$ cat config.mk
export PLATFORM = sky130hd
export DESIGN_NAME = tv_flicker_light_effect
export DESIGN_NICKNAME = d
export VERILOG_FILES = /design/src/hdl/tvfl_pkg.sv /design/src/hdl/tvfl_cfg.sv /design/src/hdl/tvfl_core.sv /design/src/hdl/tv_flicker_light_effect.sv
export VERILOG_INCLUDE_DIRS = /design/src /design/src/hdl
export SDC_FILE = /design/constraint.sdc
export NUM_CORES = 2
export LEC_CHECK = 0
export BUFFER_PORTS_ARGS = -buffer_cell sky130_fd_sc_hd__buf_2
export CORE_MARGIN = 2
export CORE_UTILIZATION = 65
export DETAILED_ROUTE_END_ITERATION = 10
export GPL_TIMING_DRIVEN = 0
export PLACE_DENSITY = 0.82
export SLEW_MARGIN = 20
export SYNTH_ARGS = -nofsm -noshare
export SYNTH_HDL_FRONTEND = slang
export SYNTH_SLANG_ARGS = --single-unit
export TNS_END_PERCENT = 30
$ cat constraint.sdc
create_clock -name clk -period 23.9 [get_ports clk]
set_clock_uncertainty 0.2 [all_clocks]
set_input_delay 3.585 -clock clk [delete_from_list [all_inputs] [get_ports clk]]
set_output_delay 3.585 -clock clk [all_outputs]
set_load 0.03 [all_outputs]
$ cat src/hdl/tv_flicker_light_effect_assert.svh
// Assertion helpers for the flicker sequencer.
`ifndef TV_FLICKER_LIGHT_EFFECT_ASSERT_SVH
`define TV_FLICKER_LIGHT_EFFECT_ASSERT_SVH

// Consequent must hold in the same cycle as the antecedent.
`define TVFL_ASSERT_SAME(label, clk, rst, ante, cons, msg) \
  label: assert property (@(posedge clk) disable iff (rst) (ante) |-> (cons)) \
    else $error(msg);

// Consequent must hold in the cycle after the antecedent.
`define TVFL_ASSERT_NEXT(label, clk, rst, ante, cons, msg) \
  label: assert property (@(posedge clk) disable iff (rst) (ante) |=> (cons)) \
    else $error(msg);

`endif

$ cat src/hdl/tvfl_pkg.sv
package tvfl_pkg;

  localparam int unsigned LEVEL_BITS   = 16;
  localparam int unsigned WAIT_BITS    = 13;
  localparam int unsigned STEP_BITS    = 12;
  localparam int unsigned TENTH_BITS   = 9;
  localparam int unsigned PCT_BITS     = 7;
  localparam int unsigned PCT_MAX      = 100;
  localparam int unsigned BRIGHT_SCALE = 255 * 256 / 100;
  localparam int unsigned PAUSE_BASE   = 5000;
  localparam int unsigned PAUSE_SLOPE  = 47;

  // Configuration register indexes
  typedef enum logic [1:0] {
    REG_BRIGHTNESS = 2'd0,
    REG_SPEED      = 2'd1,
    REG_REPEAT     = 2'd2
  } tvfl_reg_t;

  // One tick item
  typedef struct packed {
    logic [9:0] elapsed_ms;
    logic       restart;
  } tvfl_in_t;

  // One result item
  typedef struct packed {
    logic [LEVEL_BITS-1:0] level_warm;
    logic [LEVEL_BITS-1:0] level_cool;
    logic [LEVEL_BITS-1:0] level_red;
    logic [LEVEL_BITS-1:0] level_green;
    logic [LEVEL_BITS-1:0] level_blue;
    logic                  changed;
    logic [2:0]            phase_now;
  } tvfl_out_t;

  // Settings held in ready-to-use form for the sequencer
  typedef struct packed {
    logic [LEVEL_BITS-1:0] bv_half;
    logic [LEVEL_BITS-1:0] l1_init;
    logic [LEVEL_BITS-1:0] l2_init;
    logic [STEP_BITS-1:0]  step;
    logic [WAIT_BITS-1:0]  pause;
    logic [TENTH_BITS-1:0] pause_tenth;
    logic                  halt;
    logic                  repeat_on;
  } tvfl_cfg_t;

endpackage

$ cat src/hdl/tvfl_cfg.sv
module tvfl_cfg (
  input  logic                            clk,
  input  logic                            rst,
  input  logic                            cfg_we,
  input  logic [1:0]                      cfg_index,
  input  logic [tvfl_pkg::PCT_BITS-1:0]   cfg_data,
  output tvfl_pkg::tvfl_cfg_t             cfg
);
  import tvfl_pkg::*;

  // Reciprocal multipliers folded with the brightness scale
  localparam longint unsigned HALF_MUL  = BRIGHT_SCALE / 2;
  localparam longint unsigned L1_MUL    = 2 * BRIGHT_SCALE * 87382;   // 2bv/3, shift 18
  localparam longint unsigned L2_MUL    = 4 * BRIGHT_SCALE * 209716;  // 4bv/5, shift 20
  localparam longint unsigned STEP_MUL  = BRIGHT_SCALE * 83887;       // bv/100, shift 23
  localparam longint unsigned TENTH_MUL = 6554;                       // x/10, shift 16

  logic [PCT_BITS-1:0]   bright_src;
  logic [PCT_BITS-1:0]   speed_src;
  logic [PCT_BITS-1:0]   b_clamp;
  logic [39:0]           p_l1;
  logic [39:0]           p_l2;
  logic [39:0]           p_step;
  logic [9:0]            step_q;
  logic [LEVEL_BITS-1:0] half_calc;
  logic [STEP_BITS-1:0]  step_calc;
  logic [WAIT_BITS-1:0]  pause_calc;
  logic [25:0]           p_tenth;
  logic                  halt_calc;

  // Take reset values through the same arithmetic as written values
  assign bright_src = rst ? PCT_BITS'(PCT_MAX) : cfg_data;
  assign speed_src  = rst ? PCT_BITS'(PCT_MAX) : cfg_data;

  // Brightness derived levels
  always_comb begin
    b_clamp   = (bright_src > PCT_BITS'(PCT_MAX)) ? PCT_BITS'(PCT_MAX) : bright_src;
    half_calc = LEVEL_BITS'(b_clamp) * LEVEL_BITS'(HALF_MUL);
    p_l1      = 40'(b_clamp) * 40'(L1_MUL);
    p_l2      = 40'(b_clamp) * 40'(L2_MUL);
    p_step    = 40'(b_clamp) * 40'(STEP_MUL);
    step_q    = p_step[32:23];
    step_calc = STEP_BITS'({step_q, 2'b00}) + STEP_BITS'(step_q);
  end

  // Speed derived pauses
  always_comb begin
    pause_calc = WAIT_BITS'(PAUSE_BASE) - WAIT_BITS'(speed_src) * WAIT_BITS'(PAUSE_SLOPE);
    p_tenth    = 26'(pause_calc) * 26'(TENTH_MUL);
    halt_calc  = speed_src > PCT_BITS'(PCT_MAX);
  end

  // Hold settings; load on reset or on a write
  always_ff @(posedge clk) begin
    if (rst) begin
      cfg.bv_half     <= half_calc;
      cfg.l1_init     <= p_l1[33:18];
      cfg.l2_init     <= p_l2[35:20];
      cfg.step        <= step_calc;
      cfg.pause       <= pause_calc;
      cfg.pause_tenth <= p_tenth[24:16];
      cfg.halt        <= halt_calc;
      cfg.repeat_on   <= 1'b1;
    end else if (cfg_we) begin
      case (tvfl_reg_t'(cfg_index))
        REG_BRIGHTNESS: begin
          cfg.bv_half <= half_calc;
          cfg.l1_init <= p_l1[33:18];
          cfg.l2_init <= p_l2[35:20];
          cfg.step    <= step_calc;
        end
        REG_SPEED: begin
          cfg.pause       <= pause_calc;
          cfg.pause_tenth <= p_tenth[24:16];
          cfg.halt        <= halt_calc;
        end
        REG_REPEAT: begin
          cfg.repeat_on <= cfg_data[0];
        end
        default: begin
        end
      endcase
    end
  end

endmodule

$ cat src/hdl/tvfl_core.sv
module tvfl_core #(
  parameter int unsigned TIMER_BITS = 32
) (
  input  logic                 clk,
  input  logic                 rst,
  input  logic                 step_en,
  input  tvfl_pkg::tvfl_in_t   item,
  input  tvfl_pkg::tvfl_cfg_t  cfg,
  output tvfl_pkg::tvfl_out_t  result
);
  import tvfl_pkg::*;

  typedef enum logic [2:0] {
    PH_LOAD     = 3'd0,
    PH_RB_FLASH = 3'd1,
    PH_RB_DECAY = 3'd2,
    PH_WC_FLASH = 3'd3,
    PH_WC_DECAY = 3'd4,
    PH_BC_FLASH = 3'd5,
    PH_BC_DECAY = 3'd6
  } ph_t;

  typedef logic [LEVEL_BITS-1:0] lvl_t;

  // x/3 for 16-bit x
  function automatic lvl_t div3(input lvl_t x);
    logic [32:0] p;
    p = 33'(x) * 33'(43691);
    return p[32:17];
  endfunction

  // x/5 for 16-bit x
  function automatic lvl_t div5(input lvl_t x);
    logic [33:0] p;
    p = 34'(x) * 34'(52429);
    return p[33:18];
  endfunction

  // 3x/10 for 16-bit x: 3x times the reciprocal of ten, shift 21
  function automatic lvl_t tri_tenth(input lvl_t x);
    logic [17:0] t;
    logic [36:0] p;
    t = 18'({x, 1'b0}) + 18'(x);
    p = 37'(t) * 37'(209716);
    return p[36:21];
  endfunction

  // x/2 + x, kept to 16 bits
  function automatic lvl_t one_half(input lvl_t x);
    logic [LEVEL_BITS:0] s;
    s = {2'b00, x[LEVEL_BITS-1:1]} + {1'b0, x};
    return s[LEVEL_BITS-1:0];
  endfunction

  ph_t                  phase, phase_next;
  logic [TIMER_BITS-1:0] now_ms, now_next;
  logic [TIMER_BITS-1:0] mark_ms, mark_next;
  logic [TIMER_BITS-1:0] since;
  logic [WAIT_BITS-1:0]  wait_ms, wait_next;
  lvl_t                  lvl0, lvl1, lvl2;
  lvl_t                  lvl0_next, lvl1_next, lvl2_next;
  lvl_t                  ch_warm, ch_cool, ch_red, ch_green, ch_blue;
  lvl_t                  warm_next, cool_next, red_next, green_next, blue_next;
  lvl_t                  step_w;
  logic                  waiting;
  tvfl_out_t             result_next;

  assign step_w = LEVEL_BITS'(cfg.step);

  // Run one phase of the sequencer
  always_comb begin
    now_next   = now_ms + TIMER_BITS'(item.elapsed_ms);
    phase_next = item.restart ? PH_LOAD : phase;
    mark_next  = mark_ms;
    wait_next  = wait_ms;
    lvl0_next  = lvl0;
    lvl1_next  = lvl1;
    lvl2_next  = lvl2;
    warm_next  = ch_warm;
    cool_next  = ch_cool;
    red_next   = ch_red;
    green_next = ch_green;
    blue_next  = ch_blue;
    since      = now_next - mark_ms;
    waiting    = since < {{(TIMER_BITS-WAIT_BITS){1'b0}}, wait_ms};

    if (!cfg.halt) begin
      case (phase_next)
        PH_LOAD: begin
          warm_next  = '0;
          cool_next  = '0;
          red_next   = '0;
          green_next = '0;
          blue_next  = '0;
          lvl0_next  = cfg.bv_half;
          lvl1_next  = cfg.l1_init;
          lvl2_next  = cfg.bv_half;
          wait_next  = '0;
          phase_next = PH_RB_FLASH;
        end
        PH_RB_FLASH: begin
          red_next   = lvl0 >> 1;
          cool_next  = one_half(lvl0);
          lvl0_next  = tri_tenth(lvl0);
          wait_next  = cfg.pause;
          mark_next  = now_next;
          phase_next = PH_RB_DECAY;
        end
        PH_RB_DECAY: begin
          if (!waiting) begin
            if (step_w < lvl0) begin
              red_next  = lvl0 >> 1;
              blue_next = lvl0;
              cool_next = lvl0 >> 1;
              lvl0_next = lvl0 - step_w;
              wait_next = WAIT_BITS'(cfg.pause_tenth);
              mark_next = now_next;
            end else begin
              wait_next  = cfg.pause;
              red_next   = '0;
              blue_next  = '0;
              phase_next = PH_WC_FLASH;
            end
          end
        end
        PH_WC_FLASH: begin
          warm_next  = div3(lvl1);
          cool_next  = lvl1;
          lvl1_next  = div5(lvl1);
          mark_next  = now_next;
          phase_next = PH_WC_DECAY;
        end
        PH_WC_DECAY: begin
          if (!waiting) begin
            if (step_w < lvl1) begin
              warm_next = div3(lvl1);
              cool_next = lvl1;
              lvl1_next = lvl1 - step_w;
              wait_next = WAIT_BITS'(cfg.pause_tenth);
              mark_next = now_next;
            end else begin
              wait_next  = cfg.pause;
              warm_next  = '0;
              cool_next  = '0;
              phase_next = PH_BC_FLASH;
            end
          end
        end
        PH_BC_FLASH: begin
          blue_next  = lvl2 >> 2;
          cool_next  = lvl2 >> 1;
          lvl2_next  = div5(lvl2);
          mark_next  = now_next;
          phase_next = PH_BC_DECAY;
        end
        PH_BC_DECAY: begin
          if (!waiting) begin
            if (step_w < lvl2) begin
              blue_next = lvl2 >> 1;
              cool_next = one_half(lvl2);
              lvl2_next = lvl2 - step_w;
              wait_next = WAIT_BITS'(cfg.pause_tenth);
              mark_next = now_next;
            end else begin
              wait_next  = cfg.pause;
              blue_next  = '0;
              green_next = '0;
              lvl0_next  = cfg.l1_init;
              lvl1_next  = cfg.l1_init;
              lvl2_next  = cfg.l2_init;
              if (cfg.repeat_on) begin
                phase_next = PH_RB_FLASH;
              end
            end
          end
        end
        default: begin
        end
      endcase
    end

    result_next.level_warm  = warm_next;
    result_next.level_cool  = cool_next;
    result_next.level_red   = red_next;
    result_next.level_green = green_next;
    result_next.level_blue  = blue_next;
    result_next.changed     = (warm_next != ch_warm) || (cool_next != ch_cool) ||
                              (red_next != ch_red) || (green_next != ch_green) ||
                              (blue_next != ch_blue);
    result_next.phase_now   = phase_next;
  end

  // Hold sequencer state and the result register
  always_ff @(posedge clk) begin
    if (rst) begin
      phase    <= PH_LOAD;
      now_ms   <= '0;
      mark_ms  <= '0;
      wait_ms  <= '0;
      lvl0     <= '0;
      lvl1     <= '0;
      lvl2     <= '0;
      ch_warm  <= '0;
      ch_cool  <= '0;
      ch_red   <= '0;
      ch_green <= '0;
      ch_blue  <= '0;
    end else if (step_en) begin
      phase    <= phase_next;
      now_ms   <= now_next;
      mark_ms  <= mark_next;
      wait_ms  <= wait_next;
      lvl0     <= lvl0_next;
      lvl1     <= lvl1_next;
      lvl2     <= lvl2_next;
      ch_warm  <= warm_next;
      ch_cool  <= cool_next;
      ch_red   <= red_next;
      ch_green <= green_next;
      ch_blue  <= blue_next;
      result   <= result_next;
    end
  end

endmodule

$ cat src/hdl/tv_flicker_light_effect.sv
// An item passes the input register, then the result register.
// Throughput: one item per cycle unless a held result is not yet taken;
// the whole phase step is one pass of logic.
// Reset (rst, synchronous): phase 0, timers, stage and channel levels cleared;
// brightness 100, speed 100, repeat on; no item or result held.
`include "tv_flicker_light_effect_assert.svh"

module tv_flicker_light_effect #(
  parameter int unsigned TIMER_BITS = 32
) (
  input  logic                          clk,
  input  logic                          rst,
  input  logic                          cfg_we,
  input  logic [1:0]                    cfg_index,
  input  logic [tvfl_pkg::PCT_BITS-1:0] cfg_data,
  input  logic                          item_valid,
  output logic                          item_ready,
  input  tvfl_pkg::tvfl_in_t            item,
  output logic                          result_valid,
  input  logic                          result_ready,
  output tvfl_pkg::tvfl_out_t           result
);
  import tvfl_pkg::*;

  tvfl_cfg_t cfg;
  tvfl_in_t  item_q;
  logic      item_q_valid;
  logic      step_en;

  // Advance the held item when the result register is free or being taken
  assign step_en    = item_q_valid && (!result_valid || result_ready);
  assign item_ready = !item_q_valid || step_en;

  // Input register and result valid flag
  always_ff @(posedge clk) begin
    if (rst) begin
      item_q_valid <= 1'b0;
      result_valid <= 1'b0;
    end else begin
      if (item_ready) begin
        item_q_valid <= item_valid;
      end
      if (step_en) begin
        result_valid <= 1'b1;
      end else if (result_ready) begin
        result_valid <= 1'b0;
      end
    end
  end

  // Capture the payload on transfer
  always_ff @(posedge clk) begin
    if (item_valid && item_ready) begin
      item_q <= item;
    end
  end

  tvfl_cfg u_cfg (
    .clk       (clk),
    .rst       (rst),
    .cfg_we    (cfg_we),
    .cfg_index (cfg_index),
    .cfg_data  (cfg_data),
    .cfg       (cfg)
  );

  tvfl_core #(
    .TIMER_BITS (TIMER_BITS)
  ) u_core (
    .clk     (clk),
    .rst     (rst),
    .step_en (step_en),
    .item    (item_q),
    .cfg     (cfg),
    .result  (result)
  );

  `TVFL_ASSERT_NEXT(a_step_gives_result, clk, rst, step_en, result_valid, "step without result")
  `TVFL_ASSERT_SAME(a_stall_cause, clk, rst, !item_ready,
    item_q_valid && result_valid && !result_ready, "input stalled without cause")
  `TVFL_ASSERT_NEXT(a_restart_clears, clk, rst, step_en && item_q.restart && !cfg.halt,
    result.level_warm == '0 && result.level_cool == '0 && result.level_red == '0 &&
    result.level_green == '0 && result.level_blue == '0, "restart left a channel lit")
  `TVFL_ASSERT_NEXT(a_halt_holds, clk, rst, step_en && cfg.halt, !result.changed,
    "levels changed while halted")

endmodule
== Word-level counts from Yosys, hierarchy flattened ==
Index checks and enable logic that the tools add are counted.
Storage, ports and cells
  register bits after elaboration: 388
  input bits: 25
  output and inout bits: 86
  word-level logic and storage cells: 179
Operators by class
  bitwise logic cells: 2
  magnitude comparators: 5
  muxes and demuxes: 70
  multiply operators: 10
  add/sub/neg operators: 10
  equality and inequality tests: 20
  reductions and logical operators: 31
Operators with widths (number)
  2-to-1 mux 16 bit: 26
  2-to-1 mux 32 bit: 6
  one-hot mux 16 bit (4 select lines): 3
  2-to-1 mux 84 bit: 2
  one-hot mux 16 bit (3 select lines): 3
  one-hot mux 32 bit (4 select lines): 1
  one-hot mux 16 bit (7 select lines): 1
  multiplier 16 x 16 -> 32 bit (second input constant): 3
  inequality test 16 bit: 5
  2-to-1 mux 13 bit: 6
  one-hot mux 13 bit (5 select lines): 1
  2-to-1 mux 60 bit: 1
  < comparator 12 x 16 -> 1 bit: 3
  subtractor 16 x 12 -> 16 bit: 3
  2-to-1 mux 15 bit: 3
  multiplier 18 x 16 -> 34 bit (second input constant): 1
  adder 15 x 16 -> 16 bit: 2
  adder 32 x 10 -> 32 bit: 1
  < comparator 32 x 13 -> 1 bit: 1
  one-hot mux 16 bit (2 select lines): 1
  subtractor 32 bit: 1
  multiplier 7 x 24 -> 31 bit (second input constant): 1
  multiplier 7 x 23 -> 30 bit (second input constant): 1
  multiplier 7 x 24 -> 30 bit (second input constant): 1
  other kinds (35): 71

== Longest topological paths before layout ==
  depth after elaboration: 11
  depth in mapped cells: 38
  mapped depth without buffers: 37

== Modules after synthesis ==
A second synthesis with hierarchy kept.
Unflattened totals
  cell total of the unflattened synthesis: 5650
  area total of the unflattened synthesis: 51506.9 um^2
Modules (own cells, without submodules)
  tvfl_core: cells an instance 4295, sequential area each 6686.4 um^2, times used 1, area an instance 37998.9 um^2
  tvfl_cfg: cells an instance 1334, sequential area each 2482.4 um^2, times used 1, area an instance 13073.8 um^2
  tv_flicker_light_effect: cells an instance 21, sequential area each 370.4 um^2, times used 1, area an instance 434.2 um^2

== Least setup slack after synthesis ==
OpenSTA, ideal clock, no wires.
  kind: input port to flip-flop
  from: input port rst
  to: register u_cfg.cfg[10] (netlist name)
  arrival time: 11.631 ns
  data required time: 23.434 ns
  setup time: 0.266 ns
  slack: 11.803 ns
  buffers on the path: 1
  stages: 36
  path through: clkbuf_1 -> nand2b_1 -> inv_1 -> fa_1 -> ha_1 -> inv_1 -> fa_1 -> ha_1 -> ha_1 -> a21oi_1 -> inv_1 -> a21oi_1 -> nor2b_1 -> o21a_1 -> nor2_1 -> nor2b_1 -> o21ai_0 -> nand2b_1 -> a21oi_1 -> xnor2_1 -> ha_1 -> fa_1 -> inv_1 -> fa_1 -> inv_1 -> fa_1 -> ha_1 -> o21a_1 -> o21a_1 -> o41ai_1 -> o2111ai_1 -> a21o_1 -> a21oi_1 -> o21ai_0 -> xnor2_1 -> nor2_1
On the way
  longest elaborated chain between the ends: 7
RTL lines
  start: declaration: RTL line tv_flicker_light_effect.sv:12  | input logic rst,
  2-to-1 mux 7 bit: RTL line tvfl_cfg.sv:33  | assign speed_src = rst ? PCT_BITS'(PCT_MAX) : cfg_data;
  multiplier 7 x 6 -> 13 bit: RTL line tvfl_cfg.sv:48  | pause_calc = WAIT_BITS'(PAUSE_BASE) - WAIT_BITS'(speed_src) * WAIT_BITS'(PAUSE_SLOPE);
  subtractor 13 bit: RTL line tvfl_cfg.sv:48
  multiplier 13 x 12 -> 24 bit: RTL line tvfl_cfg.sv:49  | p_tenth = 26'(pause_calc) * 26'(TENTH_MUL);
  2-to-1 mux 23 bit: RTL line tvfl_cfg.sv:65  | case (tvfl_reg_t'(cfg_index))
  2-to-1 mux 84 bit: RTL line tvfl_cfg.sv:64  | end else if (cfg_we) begin
  2-to-1 mux 84 bit (*): RTL line tvfl_cfg.sv:55  | if (rst) begin
Every way passes the cells marked *; elsewhere a longest branch is shown, timed or not. The select of a mux whose other input is x is not followed.
A chain may end at the register's enable or synchronous reset.

== Worst setup path in the final report ==
  from: input port rst
  to: register u_cfg.cfg[10] (netlist name)
On the way
  longest elaborated chain between the ends: 7
RTL lines (RTL line)
  2-to-1 mux 7 bit: tvfl_cfg.sv:33
  multiplier 7 x 6 -> 13 bit: tvfl_cfg.sv:48
  subtractor 13 bit: tvfl_cfg.sv:48
  multiplier 13 x 12 -> 24 bit: tvfl_cfg.sv:49
  2-to-1 mux 23 bit: tvfl_cfg.sv:65
  2-to-1 mux 84 bit: tvfl_cfg.sv:64
  2-to-1 mux 84 bit (*): tvfl_cfg.sv:55
Marks and branches as above.

==> results.yml <==
synthesis:
  syn-num-nets: 7097
  synth_area_mm2: 0.0511
  synthFlopType: "dfxtp_1"
  ys_seq_area_frac: 0.187
  synth_edf_count: 177
  syn_inst: 5635
  synthDistinctLibCells: 94
  async_flop_share: 0
  avgSynthCellArea_um2: 9.06
  yosysWarnings: 0
  synth-seq-cells: 388
critical_path:
  rr_worst_depth: 36
  crit_fanout: 10
  cp_data_arrival_time_ns: 14.07
  start_kind: "primary input"
  regToRegStartpoint: "item_q[1]"
  r2r_end: "u_core.result[3]"
  crit_required_ns: 24.01
  end_kind: "flip-flop"
  max_stage_delay_ns: 0.80
  cp_slowest_cell: "clkbuf_1"
  worstSetupPathType: "in -> reg"
  reg2reg_slack_ns: 12.34
timing:
  slew_headroom: 0.117
  finalSetupViolCount: 0
  fin_crit_ns: 13.96
  finalSetupTns_ns: 0
  finalCritPeriodShare: 0.584
  rsz0062_at_grt: "false"
  hold_viol_final: 0
  finalMaxSlewViolations: 0
  worst_slew_pin_slew_ns: 1.32
  fmax_mhz: 71.6
floorplanning:
  dieArea_mm2: 0.0808
  core_mm2: 0.0776
  die_y_um: 284
  rows: 102
  ios: 111
  dieWidth_um: 284
  start_util: 0.658
pwr:
  p_per_area_mw_per_mm2: 161
  p_leak_nw: 26.8
  p_int_mw: 4.50
  power.switching_mw: 4.31
  seqPwrFrac: 0.124
  p_clk_frac: 0.082
  peakVddDrop_mv: 0.790
  p_comb_frac: 0.794
  swShare: 0.489
cts:
  cts_tree: "yes"
  h-tree-depth: 2
  ctsHoldBuffers: 0
  clk_latency_ns: 0.60
  cts_setup_buffers: 0
  clkTransAtPathRegs_ns: 0.06
  clk_path_buf_depth: 3
  cts_buffers: 43
  cts_root_buf: "clkbuf_16"
  cts.sinks: 388
  cts_resized: 0
placement:
  hpwl_um: 137000
  place_congestion: 1.09
  dpl.cell_count: 6790
  port_buffers: 109
routing:
  ant_nets: 0
  vias: 43300
  first_pass_iters: 10
  wl_per_cell_um: 24.7
  wirelength_um: 170000
  vias_per_cell: 6.31
  drc: 0
  dr.first_iter.drc_count: 4574
global_route:
  antenna_found_initial: 2
  grt_max_degree: 60
  grt_pass1_wl_um: 258000
  grt_usage: 0.420
  grt_pass1_vias: 43400
  grt_overflow: 0
run_status:
  outcome: "finished, final reports clean"
job:
  cap_violations: 0
min_path:
  whs_endpoint: "u_core.now_ms[4]"
  hold_class: "reg -> reg"
  min_from: "u_core.now_ms[4]"
  hold_path_depth: 2
cells_and_area:
  drive_gt1_frac: 0.0449
  final_cells: 6871
  final_nets: 7258
  syn2layout_area_growth_pct: 6.99
  fill_cells: 6076
==> synthesized netlist by cell type (all sizes together), types with 46 or more instances <==
library cell | instances | area share
ha | 967 | 0.24
inv | 967 | 0.071
fa | 470 | 0.18
nand2 | 410 | 0.030
nor2 | 407 | 0.030
a21oi | 331 | 0.033
dfxtp | 211 | 0.083
edfxtp | 177 | 0.10
xnor2 | 156 | 0.027
o21ai | 152 | 0.015
clkbuf | 143 | 0.011
a211oi | 96 | 0.014
xor2 | 93 | 0.016
nand3 | 92 | 0.0090
nor3 | 88 | 0.0086
nor2b | 79 | 0.0097
a21o | 51 | 0.0075
a31oi | 47 | 0.0058
a221oi | 46 | 0.0080
==> worst max-delay path, delay by kind of cell <==
kind	cells	cell delay, ns
adder cells (fa/ha/maj)	10	4.10
AO/OA/AOI/OAI	12	2.94
AND/OR/NAND/NOR	6	1.13
XOR/XNOR	2	0.66
buffers and inverters	6	1.62
==> layer usage <==
metal	up-vias	GRT usage	wire length, um
li1	19500	-	-
met1	21000	0.552	67800
met2	2192	0.658	74400
met3	581	0.0870	17000
met4	4	0.215	10700
met5	-	0	23
==> worst max path at each step <==
stage / cells after the start / endpoint / start
6_report: 36 / u_cfg.cfg[10] / rst
5_1_grt: 36 / u_cfg.cfg[10] / rst
4_1_cts: 36 / u_cfg.cfg[10] / rst
3_5_place_dp: 36 / u_cfg.cfg[10] / rst
3_3_place_gp: 36 / u_cfg.cfg[10] / rst
2_1_floorplan: 36 / u_cfg.cfg[10] / rst
==> state kept, by name, indices dropped and copies added, names as in the netlist <==
signal and cells:
u_core.lvl1 16, u_core.now_ms 32, u_core.ch_cool 16, u_core.ch_green 16
u_core.mark_ms 32, u_core.result 84, u_core.lvl0 16, u_core.wait_ms 13
u_core.ch_warm 16, item_q 11, item_q_valid 1, u_core.phase 3
u_core.ch_blue 16, u_core.ch_red 16, u_core.lvl2 16, u_cfg.cfg 83
result_valid 1
==> power groups by stage <==
stage	Sequential, mW	Combinational [mW]	Clock [mW]
5_1_grt	1.09	7.99	0.741
6_report	1.09	7.00	0.720
4_1_cts	1.08	6.98	0.715
2_1_floorplan	1.05	5.34	0
3_3_place_gp	1.10	6.57	0
3_5_place_dp	1.10	6.87	0
==> placed cells by master (no fill, tap or decap), drive strengths merged, types with 22 or more instances in the layout <==
cell type / instances
a221oi: 46
o21ai: 152
dfxtp: 211
o21bai: 24
nor2: 407
nand2: 410
a22oi: 36
nand2b: 44
o22ai: 22
o211ai: 31
or3: 24
o21a: 45
and3: 24
and2: 31
fa: 470
or2: 23
edfxtp: 177
nor3: 88
xnor2: 156
a21boi: 23
xor2: 93
a211oi: 96
a21oi: 331
a31oi: 47
nand3: 92
inv: 973
ha: 967
clkbuf: 197
nand4: 36
a21o: 51
nor2b: 79
buf: 138
==> stage by stage <==
stage / setup slack, ns / hold WS, ns / utilization / area, um^2 / power (mW)
floorplan: 11.80 / 0.232 / - / 51100 / 6.40
global placement: 9.76 / 0.242 / 0.682 / 52900 / 7.67
detailed placement: 9.48 / 0.249 / 0.685 / 53100 / 7.97
CTS: 10.03 / 0.257 / 0.704 / 54600 / 8.78
global route: 9.54 / 0.274 / 0.704 / 54600 / 9.82
finish: 9.94 / 0.260 / 0.704 / 54600 / 8.82
==> cells by family (layout without fill, tap and decap cells) <==
logic type / after synthesis / in the layout / synth area share
XOR/XNOR: 249 / 249 / 0.0429
AND/OR/NAND/NOR: 1310 / 1310 / 0.118
adder cells (fa/ha/maj): 1437 / 1437 / 0.421
AO/OA/AOI/OAI: 1094 / 1094 / 0.143
other: 0 / 1 / 0
flip-flops: 388 / 388 / 0.187
multiplexers: 24 / 24 / 0.00495
buffers and inverters: 1133 / 1328 / 0.0835
==> final cells by class <==
type                    instances  area (um^2)  share of cell area
well taps                    1040         1300              0.0238
plain buffers                 166          638              0.0117
clock inverters                26          312             0.00570
inverters                     967         3630              0.0664
flip-flops and latches        388         9540               0.175
clock buffers                  53         1170              0.0213
multi-input cells            4114        37400               0.684
diodes                          1         2.50           0.0000458
repair buffers                116          668              0.0122
(Power assumes the default switching activity.)
